File: src/design/ica_pkg.sv
// package for the integer calculator alu: opcodes, payload structs, fsm states
// and controller to datapath command/status structs
// no dependencies
package ica_pkg;

  localparam int unsigned DataWidth = 32;
  localparam int unsigned CmdWidth  = 3;

  typedef enum logic [CmdWidth-1:0] {
    OP_ADD = 3'd0,
    OP_SUB = 3'd1,
    OP_MAX = 3'd2,
    OP_DIV = 3'd3,
    OP_REM = 3'd4,
    OP_POW = 3'd5,
    OP_PCT = 3'd6,
    OP_MUL = 3'd7
  } op_e;

  typedef struct packed {
    logic [CmdWidth-1:0]         cmd;
    logic signed [DataWidth-1:0] operand_a;
    logic signed [DataWidth-1:0] operand_b;
  } req_t;

  typedef struct packed {
    logic signed [DataWidth-1:0] result_value;
    logic                        divide_by_zero;
  } rsp_t;

  typedef enum logic [2:0] {
    ST_IDLE,
    ST_MUL,
    ST_PCT,
    ST_ITER,
    ST_FIX,
    ST_DONE
  } state_e;

  // controller to datapath
  typedef struct packed {
    logic load;      // capture operands
    logic mul;       // product of operands into x
    logic pct_setup; // take |x| as dividend, 100 as divisor
    logic step;      // one iteration of divider or power
    logic fix;       // sign/select final result
    logic emit;      // drive result strobe
  } ctrl_t;

  // datapath to controller
  typedef struct packed {
    logic iter_last;
  } stat_t;

endpackage

File: src/design/ica_ctrl.sv
// controller fsm for the integer calculator alu
// depends on ica_pkg
module ica_ctrl (
  input  logic               clk_i,
  input  logic               rst_ni,
  input  logic               start_i,
  input  logic [2:0]         cmd_i,
  input  ica_pkg::stat_t     stat_i,
  output ica_pkg::ctrl_t     ctrl_o,
  output logic               busy_o
);

  ica_pkg::state_e state_q, state_d;
  logic [2:0]      cmd_q;

  always_ff @(posedge clk_i or negedge rst_ni) begin
    if (!rst_ni) begin
      state_q <= ica_pkg::ST_IDLE;
      cmd_q   <= ica_pkg::OP_ADD;
    end else begin
      state_q <= state_d;
      if (start_i && state_q == ica_pkg::ST_IDLE) cmd_q <= cmd_i;
    end
  end

  always_comb begin
    state_d = state_q;
    ctrl_o  = '0;
    busy_o  = (state_q != ica_pkg::ST_IDLE);
    unique case (state_q)
      ica_pkg::ST_IDLE: begin
        if (start_i) begin
          ctrl_o.load = 1'b1;
          state_d     = ica_pkg::ST_MUL;
        end
      end
      ica_pkg::ST_MUL: begin
        case (cmd_q) inside
          ica_pkg::OP_PCT, ica_pkg::OP_MUL: begin
            ctrl_o.mul = 1'b1;
            state_d = (cmd_q == ica_pkg::OP_PCT) ? ica_pkg::ST_PCT : ica_pkg::ST_FIX;
          end
          ica_pkg::OP_DIV, ica_pkg::OP_REM, ica_pkg::OP_POW: state_d = ica_pkg::ST_ITER;
          default: state_d = ica_pkg::ST_FIX;
        endcase
      end
      ica_pkg::ST_PCT: begin
        ctrl_o.pct_setup = 1'b1;
        state_d          = ica_pkg::ST_ITER;
      end
      ica_pkg::ST_ITER: begin
        ctrl_o.step = 1'b1;
        if (stat_i.iter_last) state_d = ica_pkg::ST_FIX;
      end
      ica_pkg::ST_FIX: begin
        ctrl_o.fix = 1'b1;
        state_d    = ica_pkg::ST_DONE;
      end
      ica_pkg::ST_DONE: begin
        ctrl_o.emit = 1'b1;
        state_d     = ica_pkg::ST_IDLE;
      end
      default: state_d = ica_pkg::ST_IDLE;
    endcase
  end

  assert property (@(posedge clk_i) disable iff (!rst_ni)
    (state_q == ica_pkg::ST_DONE) |=> (state_q == ica_pkg::ST_IDLE))
    else $error("done not followed by idle");
  assert property (@(posedge clk_i) disable iff (!rst_ni)
    (start_i && !busy_o) |=> busy_o)
    else $error("accepted transfer did not raise busy");
  assert property (@(posedge clk_i) disable iff (!rst_ni)
    $onehot0(ctrl_o))
    else $error("more than one datapath command");

endmodule

File: src/design/ica_dp.sv
// datapath for the integer calculator alu: operand registers, multipliers,
// restoring divider and square-and-multiply power; depends on ica_pkg
module ica_dp #(
  parameter int unsigned DATA_WIDTH = ica_pkg::DataWidth
) (
  input  logic                         clk_i,
  input  logic                         rst_ni,
  input  ica_pkg::ctrl_t               ctrl_i,
  input  logic [2:0]                   cmd_i,
  input  logic signed [DATA_WIDTH-1:0] operand_a_i,
  input  logic signed [DATA_WIDTH-1:0] operand_b_i,
  output ica_pkg::stat_t               stat_o,
  output logic                         valid_o,
  output logic signed [DATA_WIDTH-1:0] result_value_o,
  output logic                         divide_by_zero_o
);

  localparam int unsigned CntW = $clog2(DATA_WIDTH);
  localparam logic [DATA_WIDTH-1:0] Hundred = DATA_WIDTH'(100);
  localparam logic [DATA_WIDTH-1:0] One     = DATA_WIDTH'(1);

  logic [2:0]            cmd_q;
  logic [DATA_WIDTH-1:0] a_q, b_q;
  logic [DATA_WIDTH-1:0] x_q;   // dividend shift / power base
  logic [DATA_WIDTH-1:0] y_q;   // divisor magnitude / exponent
  logic [DATA_WIDTH-1:0] r_q;   // partial remainder / power accumulator
  logic [DATA_WIDTH-1:0] q_q;   // quotient
  logic                  nn_q, nd_q;
  logic [CntW-1:0]       cnt_q;
  logic                  valid_q;
  logic [DATA_WIDTH-1:0] res_q;
  logic                  dz_q;

  logic [DATA_WIDTH-1:0] abs_a, abs_b, abs_x;
  logic [DATA_WIDTH:0]   rs, diff;
  logic                  is_pow;
  logic [DATA_WIDTH-1:0] mul_ab, mul_rx, mul_xx;
  logic [DATA_WIDTH-1:0] fin;
  logic                  dz;

  assign abs_a  = a_q[DATA_WIDTH-1] ? (~a_q + One) : a_q;
  assign abs_b  = b_q[DATA_WIDTH-1] ? (~b_q + One) : b_q;
  assign abs_x  = x_q[DATA_WIDTH-1] ? (~x_q + One) : x_q;
  assign is_pow = (cmd_q == ica_pkg::OP_POW);
  assign rs     = {r_q, x_q[DATA_WIDTH-1]};
  assign diff   = rs - {1'b0, y_q};
  assign mul_ab = a_q * b_q;
  assign mul_rx = r_q * x_q;
  assign mul_xx = x_q * x_q;
  assign stat_o.iter_last = (cnt_q == CntW'(DATA_WIDTH-1));
  assign dz = (b_q == '0) &&
              (cmd_q == ica_pkg::OP_DIV || cmd_q == ica_pkg::OP_REM);

  always_comb begin
    case (cmd_q) inside
      ica_pkg::OP_ADD: fin = a_q + b_q;
      ica_pkg::OP_SUB: fin = a_q - b_q;
      ica_pkg::OP_MAX: fin = ($signed(a_q) > $signed(b_q)) ? a_q : b_q;
      ica_pkg::OP_DIV, ica_pkg::OP_PCT: fin = (nn_q != nd_q) ? (~q_q + One) : q_q;
      ica_pkg::OP_REM: fin = nn_q ? (~r_q + One) : r_q;
      ica_pkg::OP_POW: fin = (b_q[DATA_WIDTH-1] || b_q == '0) ? One : r_q;
      default:         fin = x_q;
    endcase
    if (dz) fin = '0;
  end

  always_ff @(posedge clk_i or negedge rst_ni) begin
    if (!rst_ni) begin
      valid_q <= 1'b0;
      cnt_q   <= '0;
    end else begin
      valid_q <= ctrl_i.emit;
      if (ctrl_i.step) cnt_q <= cnt_q + CntW'(1);
      else             cnt_q <= '0;
    end
  end

  always_ff @(posedge clk_i) begin
    if (ctrl_i.load) begin
      cmd_q <= cmd_i;
      a_q   <= operand_a_i;
      b_q   <= operand_b_i;
    end else if (ctrl_i.mul) begin
      x_q <= mul_ab;
    end else if (ctrl_i.pct_setup) begin
      x_q  <= abs_x;
      nn_q <= x_q[DATA_WIDTH-1];
      nd_q <= 1'b0;
      y_q  <= Hundred;
      r_q  <= '0;
      q_q  <= '0;
    end else if (ctrl_i.step) begin
      if (is_pow) begin
        if (y_q[0]) r_q <= mul_rx;
        x_q <= mul_xx;
        y_q <= y_q >> 1;
      end else begin
        x_q <= x_q << 1;
        if (!diff[DATA_WIDTH]) begin
          r_q <= diff[DATA_WIDTH-1:0];
          q_q <= {q_q[DATA_WIDTH-2:0], 1'b1};
        end else begin
          r_q <= rs[DATA_WIDTH-1:0];
          q_q <= {q_q[DATA_WIDTH-2:0], 1'b0};
        end
      end
    end else if (ctrl_i.fix) begin
      res_q <= fin;
      dz_q  <= dz;
    end else if (!ctrl_i.emit && cmd_q != ica_pkg::OP_PCT) begin
      // setup cycle before iterating divide or power
      r_q  <= is_pow ? One : '0;
      q_q  <= '0;
      x_q  <= is_pow ? a_q : abs_a;
      y_q  <= is_pow ? b_q : abs_b;
      nn_q <= a_q[DATA_WIDTH-1];
      nd_q <= b_q[DATA_WIDTH-1];
    end
  end

  assign valid_o          = valid_q;
  assign result_value_o   = res_q;
  assign divide_by_zero_o = dz_q;

  assert property (@(posedge clk_i) disable iff (!rst_ni)
    valid_q |=> !valid_q)
    else $error("result strobe longer than one cycle");
  assert property (@(posedge clk_i) disable iff (!rst_ni)
    (valid_q && dz_q) |-> (res_q == '0))
    else $error("divide by zero with nonzero result");
  assert property (@(posedge clk_i) disable iff (!rst_ni)
    ctrl_i.step |=> (cnt_q != '0) || $past(stat_o.iter_last))
    else $error("iteration count lost");

endmodule

File: src/design/integer_calc_alu.sv
// top level of the integer calculator alu: controller and datapath
// depends on ica_pkg, ica_ctrl, ica_dp
//
// One operation at a time. A transfer is taken when start is high and busy
// low; the result appears on result_o for one cycle with valid_o high and
// cannot be stalled. Add, sub, max and mul pass through the mul, fix and
// done states; div, rem and pow run one bit per cycle through the shared
// shift and subtract / square-and-multiply loop; percent does a multiply,
// then a divide by 100 through the same loop.
module integer_calc_alu (
  input  logic          clk_i,
  input  logic          rst_ni,
  input  logic          start,
  input  ica_pkg::req_t req_i,
  output logic          busy,
  output logic          valid_o,
  output ica_pkg::rsp_t result_o
);

  ica_pkg::ctrl_t ctrl;
  ica_pkg::stat_t stat;
  logic signed [ica_pkg::DataWidth-1:0] res;
  logic                                 dz;

  ica_ctrl u_ctrl (
    .clk_i  (clk_i),
    .rst_ni (rst_ni),
    .start_i(start),
    .cmd_i  (req_i.cmd),
    .stat_i (stat),
    .ctrl_o (ctrl),
    .busy_o (busy)
  );

  ica_dp #(.DATA_WIDTH(ica_pkg::DataWidth)) u_dp (
    .clk_i           (clk_i),
    .rst_ni          (rst_ni),
    .ctrl_i          (ctrl),
    .cmd_i           (req_i.cmd),
    .operand_a_i     (req_i.operand_a),
    .operand_b_i     (req_i.operand_b),
    .stat_o          (stat),
    .valid_o         (valid_o),
    .result_value_o  (res),
    .divide_by_zero_o(dz)
  );

  assign result_o.result_value   = res;
  assign result_o.divide_by_zero = dz;

endmodule

File: config.mk
export PLATFORM = sky130hd
export DESIGN_NAME = integer_calc_alu
export DESIGN_NICKNAME = d
export VERILOG_FILES = /design/src/design/ica_pkg.sv /design/src/design/ica_ctrl.sv /design/src/design/ica_dp.sv /design/src/design/integer_calc_alu.sv
export SDC_FILE = /design/constraint.sdc
export NUM_CORES = 2
export LEC_CHECK = 0
export ABC_AREA = 1
export ABC_CLOCK_PERIOD_IN_PS = 9600
export BUFFER_PORTS_ARGS = -buffer_cell sky130_fd_sc_hd__buf_2
export CAP_MARGIN = 20
export CORE_AREA = 2 2 542 544
export DETAILED_ROUTE_END_ITERATION = 6
export DIE_AREA = 0 0 544 546
export PLACE_DENSITY = 0.43
export RECOVER_POWER = 100
export REMOVE_ABC_BUFFERS = 1
export SLEW_MARGIN = 15
export SYNTH_ARGS = -nofsm -noshare
export SYNTH_HDL_FRONTEND = slang
export SYNTH_HIERARCHICAL = 1
export SYNTH_SLANG_ARGS = --single-unit
File: constraint.sdc
create_clock -name clk_i -period 9.6 [get_ports clk_i]
set_input_delay 0.96 -clock clk_i [delete_from_list [all_inputs] [get_ports clk_i]]
set_output_delay 0.96 -clock clk_i [all_outputs]
set_load 0.01 [all_outputs]
==> impl_results.md <==
* Via density per instance at 4.54
* # clock sinks at 242
* CTS clock-pin slew for the worst setup and hold paths at 0.06 ns
* CTS Root Buffer Type: sky130_fd_sc_hd__clkbuf_16
* Library cell appearing most often on the critical path: sky130_fd_sc_hd__nand2_1
* Largest net degree at the start of global routing at 65
* Via count of the first global-routing pass at 63900
* Placed insts at 13200
* Capturing element type of the critical path: flop
* Number of max-slew violations in the final report at 519
* Number of search-and-repair iterations in the first detailed-routing pass at 6
* Setup Crit Path Kind: reg2reg
* # IOs at 105
* HPWL after DPL at 225 mm
* Final setup fails at 0
* Final standard cell utilization of the core at 26.0%
* Max stage delay cell, worst path: sky130_fd_sc_hd__clkbuf_1
* Top FF cell, synth: sky130_fd_sc_hd__edfxtp_1
* Worst setup slack after placement at 1.55 ns
* Type of the most critical hold path: in2async
* CP arrival at 9.03 ns
* Average cell area after synthesis at 7.35 um^2
* Area enclosed by the die boundary at 297000 um^2
* H-tree Lvls at 2
* Ratio of cells with drive above 1 in the final layout at 4.13%
* Max-capacitance violation count at 14
* Aggregate global routing overflow at 0
* Seq/Total Area, Yosys at 10.4%
* Top cells by area, synth: sky130_fd_sc_hd__fa_1 34%, sky130_fd_sc_hd__inv_1 13%, sky130_fd_sc_hd__nand2_1 13%, sky130_fd_sc_hd__edfxtp_1 9.9%, sky130_fd_sc_hd__ha_1 8.7%
* Worst Max-Slew Pin Slew at 3.47 ns
* Placer congestion estimate at 0.906
* Number of buffers on the longest clock path at 3
* Combined global-route utilization of all metal layers at 18.8%
* Final Hold Violating Endpoints at 0
* DIE WIDTH at 544 um
* Setup Buffers After CTS at 0
* WP buf/inv at 5
* Mapped Cells at 9459
* Failing checks: max-capacitance violations, max-slew violations
* Delay of the slowest cell on the worst path at 2.17 ns
* Number of port buffers at 104
* Number of distinct standard cells referenced by the synthesized netlist at 66
* Rows at 199
* Worst reg2reg startpoint: u_dp/cmd_q[0]
* TritonCTS buffer count at 37
* YS warnings at 6
* Aggregate routed wire length at 277 mm
* Ys async rst share at 4.96%
* Cell with the most instances after synthesis: sky130_fd_sc_hd__inv_1
* Vias post-DR at 60400
* Cell type group with the largest total delay on the critical path: buffers and inverters
* Final TNS setup at 0 ns
* Wire length of the first global-routing pass at 419 mm
* Post-route non-filler standard cell count at 13300
* Worst clock skew at 0.0525 ns
* Total DRC errors in the routed layout at 0
* Slack of the critical path at 0.900 ns
* Area overhead of the layout relative to synthesis at 9.08%
* Initial antenna violation count at 6
* Biggest area consumer among synthesized cells: sky130_fd_sc_hd__fa_1
* Outcome: finished, violations left
* CTS tree: yes
* FF+latch count, synth at 242
* Crit path time final at 8.70 ns
* Area share of the largest cell type after synthesis at 34.1%
* Cell Area, Synth at 69500 um^2
* Unrepaired setup endpoints after global routing: false
* Critical path startpoint category: flop
* Final clock period utilization by the worst path at 90.6%
* Max FO, Critical Path at 54
* Starting density of the core at 23.8%
* Total core area at 292000 um^2
* Die span in y at 546 um
* CP required at 9.93 ns
* Worst slew margin relative to its limit at -131%
* Quantity of gates resized following cts at 0
* Detailed router's first-iteration violation count at 4454
* Final antenna-violating net count at 0
* Nets at 11100
* Wire length per cell at 20.9 um
* Start point of the critical path: u_dp/cmd_q[0]
* Cell-by-cell trace of the critical path: inv_1 > nor3_4 > clkbuf_1 > clkinvlp_2 > clkbuf_1 > nand2_1 > inv_1 > nand2_1 > xnor2_1 > o211ai_1 > o21ai_0 > nand2_1 > o21ai_0
* Clock latency of the later-clocked register in the worst-skew pair at 0.67 ns
* Top cells by instance count after synthesis: 2407 x sky130_fd_sc_hd__inv_1, 2402 x sky130_fd_sc_hd__nand2_1, 1183 x sky130_fd_sc_hd__fa_1
* Peak clock frequency supported by timing at 115 MHz
* Post-synth EDFFs at 230
* Post-CTS Hold Buffers at 0
[worst reg2reg max path, stage by stage (launching register included)]
cell	delay, ns
sky130_fd_sc_hd__edfxtp_1	0.63
sky130_fd_sc_hd__inv_1	0.25
sky130_fd_sc_hd__nor3_4	0.06
sky130_fd_sc_hd__clkbuf_1	0.66
sky130_fd_sc_hd__clkinvlp_2	1.05
sky130_fd_sc_hd__clkbuf_1	2.18
sky130_fd_sc_hd__nand2_1	1.33
sky130_fd_sc_hd__inv_1	0.79
sky130_fd_sc_hd__nand2_1	0.17
sky130_fd_sc_hd__xnor2_1	0.51
sky130_fd_sc_hd__o211ai_1	0.16
sky130_fd_sc_hd__o21ai_0	0.18
sky130_fd_sc_hd__nand2_1	0.10
sky130_fd_sc_hd__o21ai_0	0.31
[final cells by class]
class / instances / area [um^2]
fillers: 32400 / 216000
multi-input cells: 6335 / 51400
inverters: 2435 / 9140
flip-flops and latches: 242 / 7210
well taps: 3919 / 4900
repair buffers: 299 / 1940
clock buffers: 45 / 1050
clock inverters: 21 / 221
diodes: 1 / 2.50
[placed cells by master (no fill, tap or decap), drive strengths merged, types with 3 or more instances in the layout]
master,count
inv,2431
nand3,377
nand2b,4
nor3,80
bufinv,3
o21a,14
edfxtp,230
o22ai,29
a21o,31
a31oi,34
clkbuf,116
dfrtp,12
o221ai,3
or2,22
a21oi,456
a221oi,8
nand2,2412
o21bai,23
ha,482
nor2,418
o31ai,11
a211oi,5
buf,228
clkinvlp,3
a21boi,6
nand4,44
a31o,3
o21ai,357
nor4,28
fa,1183
and2,4
xor2,151
o211ai,36
xnor2,81
nand3b,16
clkinv,19
[kinds of logic (layout without fill, tap and decap cells)]
kind of cell	count (synthesis)	in the layout	share of synthesized area, %
mux	2	2	0.0288
flops	242	242	10.4
buf+inv	2882	2800	15.8
other cells	0	1	0
fa+ha+maj	1665	1665	42.7
simple gates	3410	3410	19.9
xor+xnor	232	232	2.92
compound gates	1026	1026	8.23
[sequential cells by signal (all words and copies together) (netlist names)]
signal                 count
u_dp/result_value_o       32
u_dp/q_q                  32
u_dp/a_q                  32
u_dp/r_q                  32
u_dp/y_q                  32
u_dp/nd_q                  1
u_ctrl/cmd_q               3
u_dp/cmd_q                 3
u_ctrl/state_q             3
u_dp/valid_o               1
u_dp/nn_q                  1
u_dp/b_q                  32
u_dp/divide_by_zero_o      1
u_dp/cnt_q                 5
u_dp/x_q                  32
[final timing paths]
check | end | slack [ns] | cells past startpoint
max in group asynchronous | u_ctrl/state_q[2] | 8.82 | 1
worst max register to register | u_dp/x_q[14] | 0.90 | 13
worst min-delay path | u_dp/cnt_q[4] | 0.33 | 1
worst min register to register | u_dp/cnt_q[0] | 0.46 | 1
worst max-delay path | u_dp/x_q[14] | 0.90 | 13
min in group clk_i | u_dp/cnt_q[0] | 0.46 | 1
[metrics by stage]
stage | instance area [um^2] | hold WS, ns
floorplan | 67700 | 0.432
global placement | 74600 | 0.451
detailed placement | 74700 | 0.458
CTS | 76000 | 0.119
global route | 75800 | 0.362
finish | 75800 | 0.333
[per-layer routing]
layer | part of all wire, % | GRT usage [%] | vias to the layer above
met4 | 4.2 | 6.75 | 4
met1 | 45 | 25.5 | 30300
met5 | 0.019 | 0 | -
met3 | 4.8 | 1.83 | 364
li1 | - | - | 28000
met2 | 46 | 31.0 | 1810
Power is not shown: default switching activity piles up to over one toggle a cycle in this logic, so the estimate is an artifact.
